===== src/hdl/gwr_pkg.sv =====
// shared widths, constants and the month start table for the week rollover fix
// no dependencies; imported by gwr_pipe and gps_week_rollover_timestamp_fix
package gwr_pkg;

    // payload and register widths
    localparam int TIME_W   = 32;
    localparam int OFFSET_W = 5;
    localparam int ADDR_W   = 3;
    localparam int DATA_W   = 32;

    // 1024 weeks expressed in days
    localparam int WEEK_SHIFT_DAYS = 1024 * 7;

    // days in one four-year cycle and in one plain year
    localparam int CYCLE_DAYS = 1461;
    localparam int YEAR_DAYS  = 365;

    // register indexes
    localparam logic REG_OFFSET_HOURS = 1'b0;

    // split time of day
    typedef struct packed {
        logic [4:0] hour;
        logic [5:0] minute;
        logic [5:0] second;
    } t_tod;

    // first day of month within a march-based year, month 0 is march
    function automatic logic [8:0] f_month_start(input logic [3:0] mp);
        logic [8:0] v;
        case (mp)
            4'd0:    v = 9'd0;
            4'd1:    v = 9'd31;
            4'd2:    v = 9'd61;
            4'd3:    v = 9'd92;
            4'd4:    v = 9'd122;
            4'd5:    v = 9'd153;
            4'd6:    v = 9'd184;
            4'd7:    v = 9'd214;
            4'd8:    v = 9'd245;
            4'd9:    v = 9'd275;
            4'd10:   v = 9'd306;
            4'd11:   v = 9'd337;
            default: v = 9'd0;
        endcase
        return v;
    endfunction

endpackage


===== src/hdl/gwr_pipe.sv =====
// six-stage datapath: unpack and normalize, day count, four-year split, calendar rebuild
// depends on gwr_pkg
module gwr_pipe (
    input  logic                               i_clk,
    input  logic                               i_rst_n,
    input  logic signed [gwr_pkg::OFFSET_W-1:0] i_offset,
    input  logic                               i_in_valid,
    output logic                               o_in_ready,
    input  logic [gwr_pkg::TIME_W-1:0]         i_packed_time,
    output logic                               o_out_valid,
    input  logic                               i_out_ready,
    output logic [gwr_pkg::TIME_W-1:0]         o_fixed_time
);
    import gwr_pkg::*;

    // floor(2^22 / 1461), low by less than one after the shift
    localparam int RECIP_1461 = 2870;
    localparam int RECIP_SHIFT = 22;

    // stage valid bits and per-stage advance
    logic r_v1, r_v2, r_v3, r_v4, r_v5, r_v6;
    logic w_en1, w_en2, w_en3, w_en4, w_en5, w_en6;

    // stage registers
    logic [6:0]  r1_ym;
    logic [3:0]  r1_mp;
    logic [4:0]  r1_day;
    logic [1:0]  r1_dc;
    t_tod        r1_tod;
    logic [15:0] r2_d;
    t_tod        r2_tod;
    logic [15:0] r3_d;
    logic [4:0]  r3_q;
    t_tod        r3_tod;
    logic [4:0]  r4_c;
    logic [10:0] r4_r;
    t_tod        r4_tod;
    logic [4:0]  r5_c;
    logic [1:0]  r5_yr;
    logic [8:0]  r5_doy;
    t_tod        r5_tod;
    logic [TIME_W-1:0] r6_fixed;

    // a stage moves when it is empty or the stage after it moves
    assign w_en6 = !r_v6 || i_out_ready;
    assign w_en5 = !r_v5 || w_en6;
    assign w_en4 = !r_v4 || w_en5;
    assign w_en3 = !r_v3 || w_en4;
    assign w_en2 = !r_v2 || w_en3;
    assign w_en1 = !r_v1 || w_en2;
    assign o_in_ready = w_en1;

    always_ff @(posedge i_clk) begin
        if (!i_rst_n) begin
            r_v1 <= 1'b0;
            r_v2 <= 1'b0;
            r_v3 <= 1'b0;
            r_v4 <= 1'b0;
            r_v5 <= 1'b0;
            r_v6 <= 1'b0;
        end else begin
            if (w_en1) r_v1 <= i_in_valid;
            if (w_en2) r_v2 <= r_v1;
            if (w_en3) r_v3 <= r_v2;
            if (w_en4) r_v4 <= r_v3;
            if (w_en5) r_v5 <= r_v4;
            if (w_en6) r_v6 <= r_v5;
        end
    end

    // stage 1: unpack, fold month into the year, carry seconds through hours
    logic [5:0] w_year, w_min, w_sec, w_sec_n, w_min_n;
    logic [3:0] w_mon, w_mcal, w_mp;
    logic [4:0] w_day, w_hr, w_hr_n;
    logic       w_yup, w_ydn, w_jan, w_cm, w_ch;
    logic [6:0] w_min_s, w_ym;
    logic signed [6:0] w_hsum;
    logic [1:0] w_dc;

    always_comb begin
        w_year = i_packed_time[31:26];
        w_mon  = i_packed_time[25:22];
        w_day  = i_packed_time[21:17];
        w_hr   = i_packed_time[16:12];
        w_min  = i_packed_time[11:6];
        w_sec  = i_packed_time[5:0];

        // month zero is december before, thirteen and up run into next year
        w_yup  = 1'b0;
        w_ydn  = 1'b0;
        if (w_mon == 4'd0) begin
            w_mcal = 4'd12;
            w_ydn  = 1'b1;
        end else if (w_mon >= 4'd13) begin
            w_mcal = w_mon - 4'd12;
            w_yup  = 1'b1;
        end else begin
            w_mcal = w_mon;
        end
        w_jan = (w_mcal <= 4'd2);
        w_mp  = w_jan ? (w_mcal + 4'd9) : (w_mcal - 4'd3);
        // march-based year counted from 1996
        w_ym  = 7'(w_year) + 7'd4 + 7'(w_yup) - 7'(w_ydn) - 7'(w_jan);

        // seconds and minutes carry at most one
        w_cm    = (w_sec >= 6'd60);
        w_sec_n = w_cm ? (w_sec - 6'd60) : w_sec;
        w_min_s = 7'(w_min) + 7'(w_cm);
        w_ch    = (w_min_s >= 7'd60);
        w_min_n = w_ch ? 6'(w_min_s - 7'd60) : 6'(w_min_s);

        // hours plus offset land within one day either side
        w_hsum = $signed({2'b00, w_hr}) + $signed({6'b000000, w_ch})
               + $signed({{2{i_offset[OFFSET_W-1]}}, i_offset});
        if (w_hsum < 7'sd0) begin
            w_hr_n = 5'(w_hsum + 7'sd24);
            w_dc   = 2'b11;
        end else if (w_hsum >= 7'sd24) begin
            w_hr_n = 5'(w_hsum - 7'sd24);
            w_dc   = 2'b01;
        end else begin
            w_hr_n = 5'(w_hsum);
            w_dc   = 2'b00;
        end
    end

    always_ff @(posedge i_clk) begin
        if (w_en1 && i_in_valid) begin
            r1_ym         <= w_ym;
            r1_mp         <= w_mp;
            r1_day        <= w_day;
            r1_dc         <= w_dc;
            r1_tod.hour   <= w_hr_n;
            r1_tod.minute <= w_min_n;
            r1_tod.second <= w_sec_n;
        end
    end

    // stage 2: day count from 1996-03-01 with the week shift and day carry
    logic [15:0] w_d;

    always_comb begin
        w_d = 16'(r1_ym) * 16'd365 + 16'(r1_ym[6:2]) + 16'(f_month_start(r1_mp))
            + 16'(r1_day) + 16'(WEEK_SHIFT_DAYS - 1) + {{14{r1_dc[1]}}, r1_dc};
    end

    always_ff @(posedge i_clk) begin
        if (w_en2 && r_v1) begin
            r2_d   <= w_d;
            r2_tod <= r1_tod;
        end
    end

    // stage 3: estimate of the four-year cycle by reciprocal multiply
    logic [26:0] w_prod;

    assign w_prod = 27'(r2_d) * 27'(RECIP_1461);

    always_ff @(posedge i_clk) begin
        if (w_en3 && r_v2) begin
            r3_d   <= r2_d;
            r3_q   <= w_prod[RECIP_SHIFT+4:RECIP_SHIFT];
            r3_tod <= r2_tod;
        end
    end

    // stage 4: remainder and one-step correction of the estimate
    logic [15:0] w_r0;
    logic        w_fix;

    always_comb begin
        w_r0  = r3_d - 16'(r3_q) * 16'(CYCLE_DAYS);
        w_fix = (w_r0 >= 16'(CYCLE_DAYS));
    end

    always_ff @(posedge i_clk) begin
        if (w_en4 && r_v3) begin
            r4_c   <= r3_q + 5'(w_fix);
            r4_r   <= w_fix ? 11'(w_r0 - 16'(CYCLE_DAYS)) : 11'(w_r0);
            r4_tod <= r3_tod;
        end
    end

    // stage 5: year within the cycle, last year holds the leap day
    logic [1:0] w_yr;
    logic [8:0] w_doy;

    always_comb begin
        if (r4_r >= 11'(3 * YEAR_DAYS)) begin
            w_yr = 2'd3;
        end else if (r4_r >= 11'(2 * YEAR_DAYS)) begin
            w_yr = 2'd2;
        end else if (r4_r >= 11'(YEAR_DAYS)) begin
            w_yr = 2'd1;
        end else begin
            w_yr = 2'd0;
        end
        w_doy = 9'(r4_r - 11'(w_yr) * 11'(YEAR_DAYS));
    end

    always_ff @(posedge i_clk) begin
        if (w_en5 && r_v4) begin
            r5_c   <= r4_c;
            r5_yr  <= w_yr;
            r5_doy <= w_doy;
            r5_tod <= r4_tod;
        end
    end

    // stage 6: month by table compare, day, calendar month and year field
    logic [3:0] w_omp, w_omon;
    logic [4:0] w_oday;
    logic       w_ojan;
    logic [7:0] w_oyear;

    always_comb begin
        w_omp = 4'd0;
        for (int k = 1; k < 12; k++) begin
            if (r5_doy >= f_month_start(4'(k))) begin
                w_omp = 4'(k);
            end
        end
        w_oday  = 5'(r5_doy - f_month_start(w_omp) + 9'd1);
        w_ojan  = (w_omp >= 4'd10);
        w_omon  = w_ojan ? (w_omp - 4'd9) : (w_omp + 4'd3);
        // 1996 + 4c + yr + jan, stored as year minus 2001
        w_oyear = {1'b0, r5_c, r5_yr} + 8'(w_ojan) - 8'd5;
    end

    always_ff @(posedge i_clk) begin
        if (w_en6 && r_v5) begin
            r6_fixed <= {w_oyear[5:0], w_omon, w_oday, r5_tod};
        end
    end

    assign o_out_valid  = r_v6;
    assign o_fixed_time = r6_fixed;

endmodule


===== src/hdl/gps_week_rollover_timestamp_fix.sv =====
// top level: offset register on the config port and the correction pipeline
// depends on gwr_pkg and gwr_pipe
//
//  channel   direction  handshake                     payload
//  input     in         i_in_valid / o_in_ready       i_packed_time[31:0]
//  result    out        o_out_valid / i_out_ready     o_fixed_time[31:0]
//  config    in/out     psel, penable, pwrite, pready paddr[2:0], pwdata, prdata
//
// one request per cycle sustained while the output is ready
// the stage chain is six registers: normalize, day count, cycle estimate by
// reciprocal multiply, remainder correction, year split, month lookup
// a stall at the output ripples back only through full stages, empty stages still fill
// synchronous active-low reset clears valid bits and sets the offset to zero
module gps_week_rollover_timestamp_fix (
    input  logic                          i_clk,
    input  logic                          i_rst_n,
    input  logic                          psel,
    input  logic                          penable,
    input  logic                          pwrite,
    input  logic [gwr_pkg::ADDR_W-1:0]    paddr,
    input  logic [gwr_pkg::DATA_W-1:0]    pwdata,
    output logic [gwr_pkg::DATA_W-1:0]    prdata,
    output logic                          pready,
    input  logic                          i_in_valid,
    output logic                          o_in_ready,
    input  logic [gwr_pkg::TIME_W-1:0]    i_packed_time,
    output logic                          o_out_valid,
    input  logic                          i_out_ready,
    output logic [gwr_pkg::TIME_W-1:0]    o_fixed_time
);
    import gwr_pkg::*;

    logic signed [OFFSET_W-1:0] r_offset;
    logic                       w_wr;
    logic                       w_sel_offset;

    // register decode, index is the word address
    assign pready       = 1'b1;
    assign w_sel_offset = (paddr[2] == REG_OFFSET_HOURS);
    assign w_wr         = psel && penable && pwrite && pready;

    always_ff @(posedge i_clk) begin
        if (!i_rst_n) begin
            r_offset <= '0;
        end else if (w_wr && w_sel_offset) begin
            r_offset <= pwdata[OFFSET_W-1:0];
        end
    end

    // read back sign-extended
    assign prdata = w_sel_offset ? {{(DATA_W-OFFSET_W){r_offset[OFFSET_W-1]}}, r_offset}
                                 : '0;

    gwr_pipe u_pipe (
        .i_clk         (i_clk),
        .i_rst_n       (i_rst_n),
        .i_offset      (r_offset),
        .i_in_valid    (i_in_valid),
        .o_in_ready    (o_in_ready),
        .i_packed_time (i_packed_time),
        .o_out_valid   (o_out_valid),
        .i_out_ready   (i_out_ready),
        .o_fixed_time  (o_fixed_time)
    );

    // reset empties the pipeline
    a_reset_empty: assert property (@(posedge i_clk) !i_rst_n |=> !o_out_valid)
        else $error("result valid right after reset");

    // an empty output stage never blocks a new request
    a_ready_when_drained: assert property (@(posedge i_clk) disable iff (!i_rst_n)
        !o_out_valid |-> o_in_ready)
        else $error("input stalled with nothing waiting at the output");

    // offset only changes on a register write
    a_offset_hold: assert property (@(posedge i_clk) disable iff (!i_rst_n)
        !w_wr |=> $stable(r_offset))
        else $error("offset changed without a write");

    // results are always a normalized month, a nonzero day and a normalized hour
    a_result_range: assert property (@(posedge i_clk) disable iff (!i_rst_n)
        o_out_valid |-> (o_fixed_time[25:22] >= 4'd1) && (o_fixed_time[25:22] <= 4'd12)
                        && (o_fixed_time[16:12] <= 5'd23) && (o_fixed_time[21:17] != 5'd0))
        else $error("result month, day or hour out of range");

endmodule

===== config.mk =====
export PLATFORM = sky130hd
export DESIGN_NAME = gps_week_rollover_timestamp_fix
export DESIGN_NICKNAME = d
export VERILOG_FILES = /design/src/hdl/gwr_pkg.sv /design/src/hdl/gwr_pipe.sv /design/src/hdl/gps_week_rollover_timestamp_fix.sv
export SDC_FILE = /design/constraint.sdc
export NUM_CORES = 1
export LEC_CHECK = 0
export BUFFER_PORTS_ARGS = -buffer_cell sky130_fd_sc_hd__buf_2
export CAP_MARGIN = 20
export CORE_ASPECT_RATIO = 1.1
export CORE_UTILIZATION = 65
export CTS_CLUSTER_DIAMETER = 80
export DETAILED_ROUTE_END_ITERATION = 10
export PLACE_DENSITY = 0.86
export SLEW_MARGIN = 20
export SYNTH_ARGS = -nofsm -noshare
export SYNTH_HDL_FRONTEND = slang
export SYNTH_HIERARCHICAL = 1
export SYNTH_SLANG_ARGS = --single-unit

===== constraint.sdc =====
create_clock -name i_clk -period 11.5 [get_ports i_clk]
set_clock_uncertainty 0.05 [all_clocks]
set_input_delay 1.15 -clock i_clk [delete_from_list [all_inputs] [get_ports i_clk]]
set_output_delay 1.15 -clock i_clk [all_outputs]
set_load 0.02 [all_outputs]

; After elaboration in Yosys (flattened, before gate mapping)
; Memory sizes are Yosys's and may differ from the RTL's. A register that Yosys moved wholly into a read port is not among the register bits.
; Cells that the tools add are included.
[word_totals]
out_inout_bits = 67
word_cells = 144
inputBits = 74
memories = 2
mem_bits_ro = 288
regBits = 213
[op_classes]
reduce_logical = 22
n_mux = 29
bitwise_logic = 1
magnitude_cmp = 22
addsub = 29
mul = 4
[mem_list]
columns = memory, depth, word_bits, read_ports, rd_ports_with_merged_regs, write_ports, line
row1 = (name not given), 16, 9, 1, 0, 0, gwr_pkg.sv:31  ; case (mp)
row2 = (name not given), 16, 9, 1, 1, 0, gwr_pkg.sv:31
[op_table]
columns = op, n
row1 = $ge A9 B8 Y1 const B, 4
row2 = $mux W4, 9
row3 = $add A16 B5 Y16, 2
row4 = $mux W32, 1
row5 = $ge A9 B9 Y1 const B, 3
row6 = $mul A16 B11 Y26 const B, 1
row7 = $ge A9 B7 Y1 const B, 2
row8 = $add A16 B13 Y16 const B, 1
row9 = $add A16 B16 Y16, 1
row10 = $add A16 B9 Y16, 1
row11 = $ge A16 B11 Y1 const B, 1
row12 = $mul A5 B11 Y16 const B, 1
row13 = $mul A7 B9 Y16 const B, 1
row14 = $sub A16 B16 Y16, 1
row15 = $ge A7 B6 Y1 const B, 2
row16 = $sub A7 B1 Y7, 2
row17 = $mux W3, 4
row18 = $mux W6, 2
row19 = $sub A6 B6 Y6 const B, 2
row20 = $ge A11 B10 Y1 const B, 1
row21 = $ge A11 B11 Y1 const B, 1
row22 = $ge A11 B9 Y1 const B, 1
row23 = $mux W11, 1
row24 = $sub A11 B11 Y11 const B, 1
row25 = other kinds (32), 61

; Depth between registers and ports, before layout
[logic_depth]
depth_word = 15
mapped_depth = 29
mapped_depth_nobuf = 28

; Modules after synthesis
; The synthesis kept the hierarchy.
[by_module_without_submodules]
columns = mod, area_per_inst_um2, cells_per_inst, seq_area_each_um2, instances
row1 = gwr_pipe, 16447.0, 1386, 6366.1, 1
row2 = gps_week_rollover_timestamp_fix, 470.5, 57, 100.1, 1

; Worst setup path before layout
; No wires, ideal clock.
[synth_timing]
path_kind = input to register
startpoint = in i_packed_time[2] (netlist bit)
endpoint = reg u_pipe/r1_tod[16] (netlist bit) (data pin)
setup_ps = 280
path_buffers = 1
required_ps = 11170
setup_slack_ps = 5241
arrival_time_ps = 5929
cell_stages = 27
path_cell_list = ha_1 -> nand3_1 -> inv_1 -> ha_1 -> ha_1 -> clkbuf_1 -> xor2_1 -> ha_1 -> or3b_2 -> nor3_1 -> a21o_1 -> a22o_1 -> nand3_1 -> o21ai_0 -> a21oi_1 -> inv_1 -> ha_1 -> ha_1 -> fa_1 -> a21oi_1 -> nor2_1 -> nor2_1 -> o21bai_1 -> a21oi_1 -> xnor2_1 -> nor4_1 -> o21ai_0
[synth_between]
elab_chain_len = 8
word_cells_on_any_way = 11
cone_classes = add/sub: 5 / order compare: 4 / mux: 2
[synth_lines]
columns = element, line
row1 = start: declaration, gps_week_rollover_timestamp_fix.sv:26  ; input logic [gwr_pkg::TIME_W-1:0] i_packed_time,
row2 = $ge A6 B6 Y1 (*), gwr_pipe.sv:106  ; w_cm = (w_sec >= 6'd60);
row3 = $add A6 B1 Y7 (*), gwr_pipe.sv:108  ; w_min_s = 7'(w_min) + 7'(w_cm);
row4 = $ge A7 B6 Y1 (*), gwr_pipe.sv:109  ; w_ch = (w_min_s >= 7'd60);
row5 = $add A5 B1 Y6 (*), gwr_pipe.sv:113  ; w_hsum = $signed({2'b00, w_hr}) + $signed({6'b000000, w_ch})
row6 = $add A7 B5 Y7 (*), gwr_pipe.sv:114  ; + $signed({{2{i_offset[OFFSET_W-1]}}, i_offset});
row7 = named net u_pipe.w_hsum[6], gwr_pipe.sv:77  ; logic signed [6:0] w_hsum;
row8 = $ge A7 B6 Y1, gwr_pipe.sv:118  ; end else if (w_hsum >= 7'sd24) begin
row9 = $mux W5, gwr_pipe.sv:118
row10 = $mux W5 (*), gwr_pipe.sv:115  ; if (w_hsum < 7'sd0) begin
row11 = named net u_pipe.w_hr_n[4], gwr_pipe.sv:74  ; logic [4:0] w_day, w_hr, w_hr_n;
row12 = end: declaration, gwr_pipe.sv:29  ; t_tod r1_tod;
; The timed path passes the listed nets; every way through them passes the cells marked *.
; A chain may end at the register's enable or synchronous reset.

; Final worst setup path
; Same ends and word-level chain as after synthesis.

==> flow_summary.json <==
{
  "clock-root-buffer": "clkbuf_16",
  "routed_wirelength_um": 31110,
  "worstSkewPairLatency_ps": 530,
  "final_util_pct": 72.85,
  "grt_pass1_vias": 11050,
  "fin_crit_ps": 6717,
  "gp_congestion": 0.8944,
  "netlist_area_um2": 16920,
  "startpoint": "i_packed_time[2]",
  "rows": 61,
  "post_cts_buffers": 0,
  "max-slew-margin-rel_pct": 29.55,
  "fin_tns_setup_ps": 0,
  "r2r-end": "u_pipe/r4_c[2]",
  "ant_nets": 0,
  "wl_per_cell_um": 16.34,
  "cpPeakStageDelay_ps": 550,
  "worstSetupPathType": "in2reg",
  "synth_seq_cells": 222,
  "hp-start": "u_pipe/r4_c[0]",
  "syn_area_per_cell_um2": 11.72,
  "drive_above_1_share_pct": 11.57,
  "clk_pin_slew_ps": 60,
  "setup_viol": 0,
  "cts_made_buffers": 24,
  "critPathCaptureType": "flip-flop",
  "async_reset_ff_share_pct": 0,
  "tightest_slew_ps": 1054,
  "start_util_pct": 66.56,
  "grt_pass1_wl_um": 50250,
  "cp_data_arrival_time_ps": 6930,
  "synth_edf_count": 202,
  "synth-main-ff-cell": "edfxtp_1",
  "crit_path_start_kind": "primary input",
  "post_cts_resized": 0,
  "crit_fanout": 8,
  "track_usage_pct": 23.92,
  "drtIter0Drc": 467,
  "postCtsHoldBufs": 0,
  "ys_top_cells_by_area": "edfxtp_1 36%, ha_1 18%, fa_1 16%",
  "nets": 2001,
  "status": "finished, final reports clean",
  "r2r_start": "u_pipe/r3_q[0]",
  "hold_path_class": "reg2reg",
  "fmax_mhz": 148.9,
  "ys_seq_area_share_pct": 38.22,
  "htreeDepth": 1,
  "die_w_um": 155.8,
  "slew_violations": 0,
  "hold_violations": 0,
  "ys_types": 67,
  "drcViolationCount": 0,
  "reg2reg_depth": 14,
  "syn_nets": 1903,
  "nFillCells": 1569,
  "cp_data_required_time_ps": 11710,
  "die_area_um2": 26680,
  "drv_cap": 0,
  "first_pass_iters": 5,
  "viasPerCell": 5.553,
  "netlist_instances": 1443,
  "final_cell_area_um2": 18520,
  "syn2layout_area_growth_pct": 9.452,
  "grt_antenna_before_repair": 2,
  "yosysTopAreaCell": "edfxtp_1",
  "grt_max_degree": 42,
  "yosys_warnings": 6,
  "grt_setup_unrepaired": "no",
  "cpMaxStageDelayCell": "nor4_1",
  "r2r_slack_ps": 5780,
  "dpl.hpwl_um": 23270,
  "grt_overflow": 0,
  "crit_top_cell": "ha_1",
  "ios": 141,
  "port-buffer-count": 110,
  "netlist.area_leader.share_pct": 35.86,
  "min_to": "u_pipe/r5_c[0]",
  "synth_top_cells_by_count": "304 x inv_1, 247 x ha_1, 202 x edfxtp_1",
  "worst_path_dominant_cell_family": "adder cells",
  "postPlaceCellArea_um2": 17690,
  "synth.most_common_cell": "inv_1",
  "min_delay_path_depth": 0,
  "cts_sinks": 222,
  "core-area_um2": 25420,
  "fin_crit_sh_pct": 58.40,
  "cp_num_buf_inv": 3,
  "die_height_um": 171.2,
  "num_vias": 10570,
  "cts_tree": "yes",
  "cts_buffer_depth": 3
}
## metrics by stage
stage / std cells / worst slack [ps] / hold WS (ps)
2_1_floorplan: 1443 / 5241 / 350.3
6_report: 1904 / 4783 / 355.5
3_5_place_dp: 1861 / 4445 / 354.5
3_3_place_gp: 1861 / 4734 / 350.3
4_1_cts: 1902 / 4833 / 354.9
5_1_grt: 1903 / 4311 / 369.5
## area by class of cell
class / instances / area (µm²) / share of cell area [%]
Antenna cell: 2 / 5.005 / 0.02703
Clock buffer: 29 / 649.4 / 3.507
Clock inverter: 12 / 167.7 / 0.9055
Inverter: 304 / 1141 / 6.163
Multi-Input combinational cell: 875 / 9074 / 49.00
Sequential cell: 222 / 6466 / 34.92
Tap cell: 346 / 432.9 / 2.338
Timing Repair Buffer: 114 / 580.6 / 3.135
## layer usage
metal,up-vias,global-route usage [%],share of wire (%)
li1,5005,-,-
met1,5171,25.84,37
met2,303,46.37,55
met3,91,3.704,4.8
met4,2,9.420,3.2
met5,-,0,0.026
## worst register-to-register path: cells and delay by family (launching register included)
kind	cells	cell delay (ps)
DFF	1	640
buffers and inverters	2	160
xor gates and xnor gates	1	140
and+or+nand+nor	1	80
adders and majority gates	6	2330
AOI/OAI and AO/OA	4	2070
## cell families after synthesis
kind of cell    share of synthesized area, %
fa+ha+maj                              34.72
buf+inv                                8.387
compound gates                         7.381
mux                                   0.8432
other cells                          0.02217
flops                                  38.22
simple gates                           5.717
xor+xnor                               4.711
## cells in the final DEF, fill, tap and decap left out, drive strengths merged, types with 6 or more instances in the layout
cell type / synthesis / routed
xor2: 27 / 27
mux2i: 12 / 12
nand2b: 7 / 7
buf: 31 / 114
a21oi: 48 / 48
fa: 139 / 139
edfxtp: 202 / 202
xnor2: 64 / 64
o21a: 9 / 9
inv: 304 / 306
o21bai: 9 / 9
nor2b: 14 / 14
o21ai: 37 / 37
nor2: 55 / 55
dfxtp: 20 / 20
and3: 7 / 7
o211ai: 6 / 6
ha: 247 / 247
a21o: 11 / 11
nor3: 10 / 10
nand2: 54 / 54
a21boi: 8 / 8
clkbuf: 11 / 29
nand3: 19 / 19
## how the worst max path moves through the flow
stage                        endpoint  slack (ps)  cells after the start
detailed placement  u_pipe/r1_tod[16]        4440                     27
floorplan           u_pipe/r1_tod[16]        5240                     27
global placement    u_pipe/r1_tod[16]        4730                     27
CTS                 u_pipe/r1_tod[16]        4830                     27
finish              u_pipe/r1_tod[16]        4780                     27
global route        u_pipe/r1_tod[16]        4310                     27
## state kept, by name, summed over array words and instances, names as in the netlist, 7 cells and up, named ones only
name,flops
u_pipe/r5_tod,17
u_pipe/r3_tod,17
u_pipe/r4_tod,17
u_pipe/r2_tod,17
u_pipe/r5_doy,9
u_pipe/r2_d,16
u_pipe/r4_r,11
u_pipe/r1_ym,7
u_pipe/r3_d,16
u_pipe/o_fixed_time,32
u_pipe/r1_tod,17
Power is left out: the tool's default activity adds up to more than one toggle a clock period on the data nets, which glitch-free logic cannot reach.
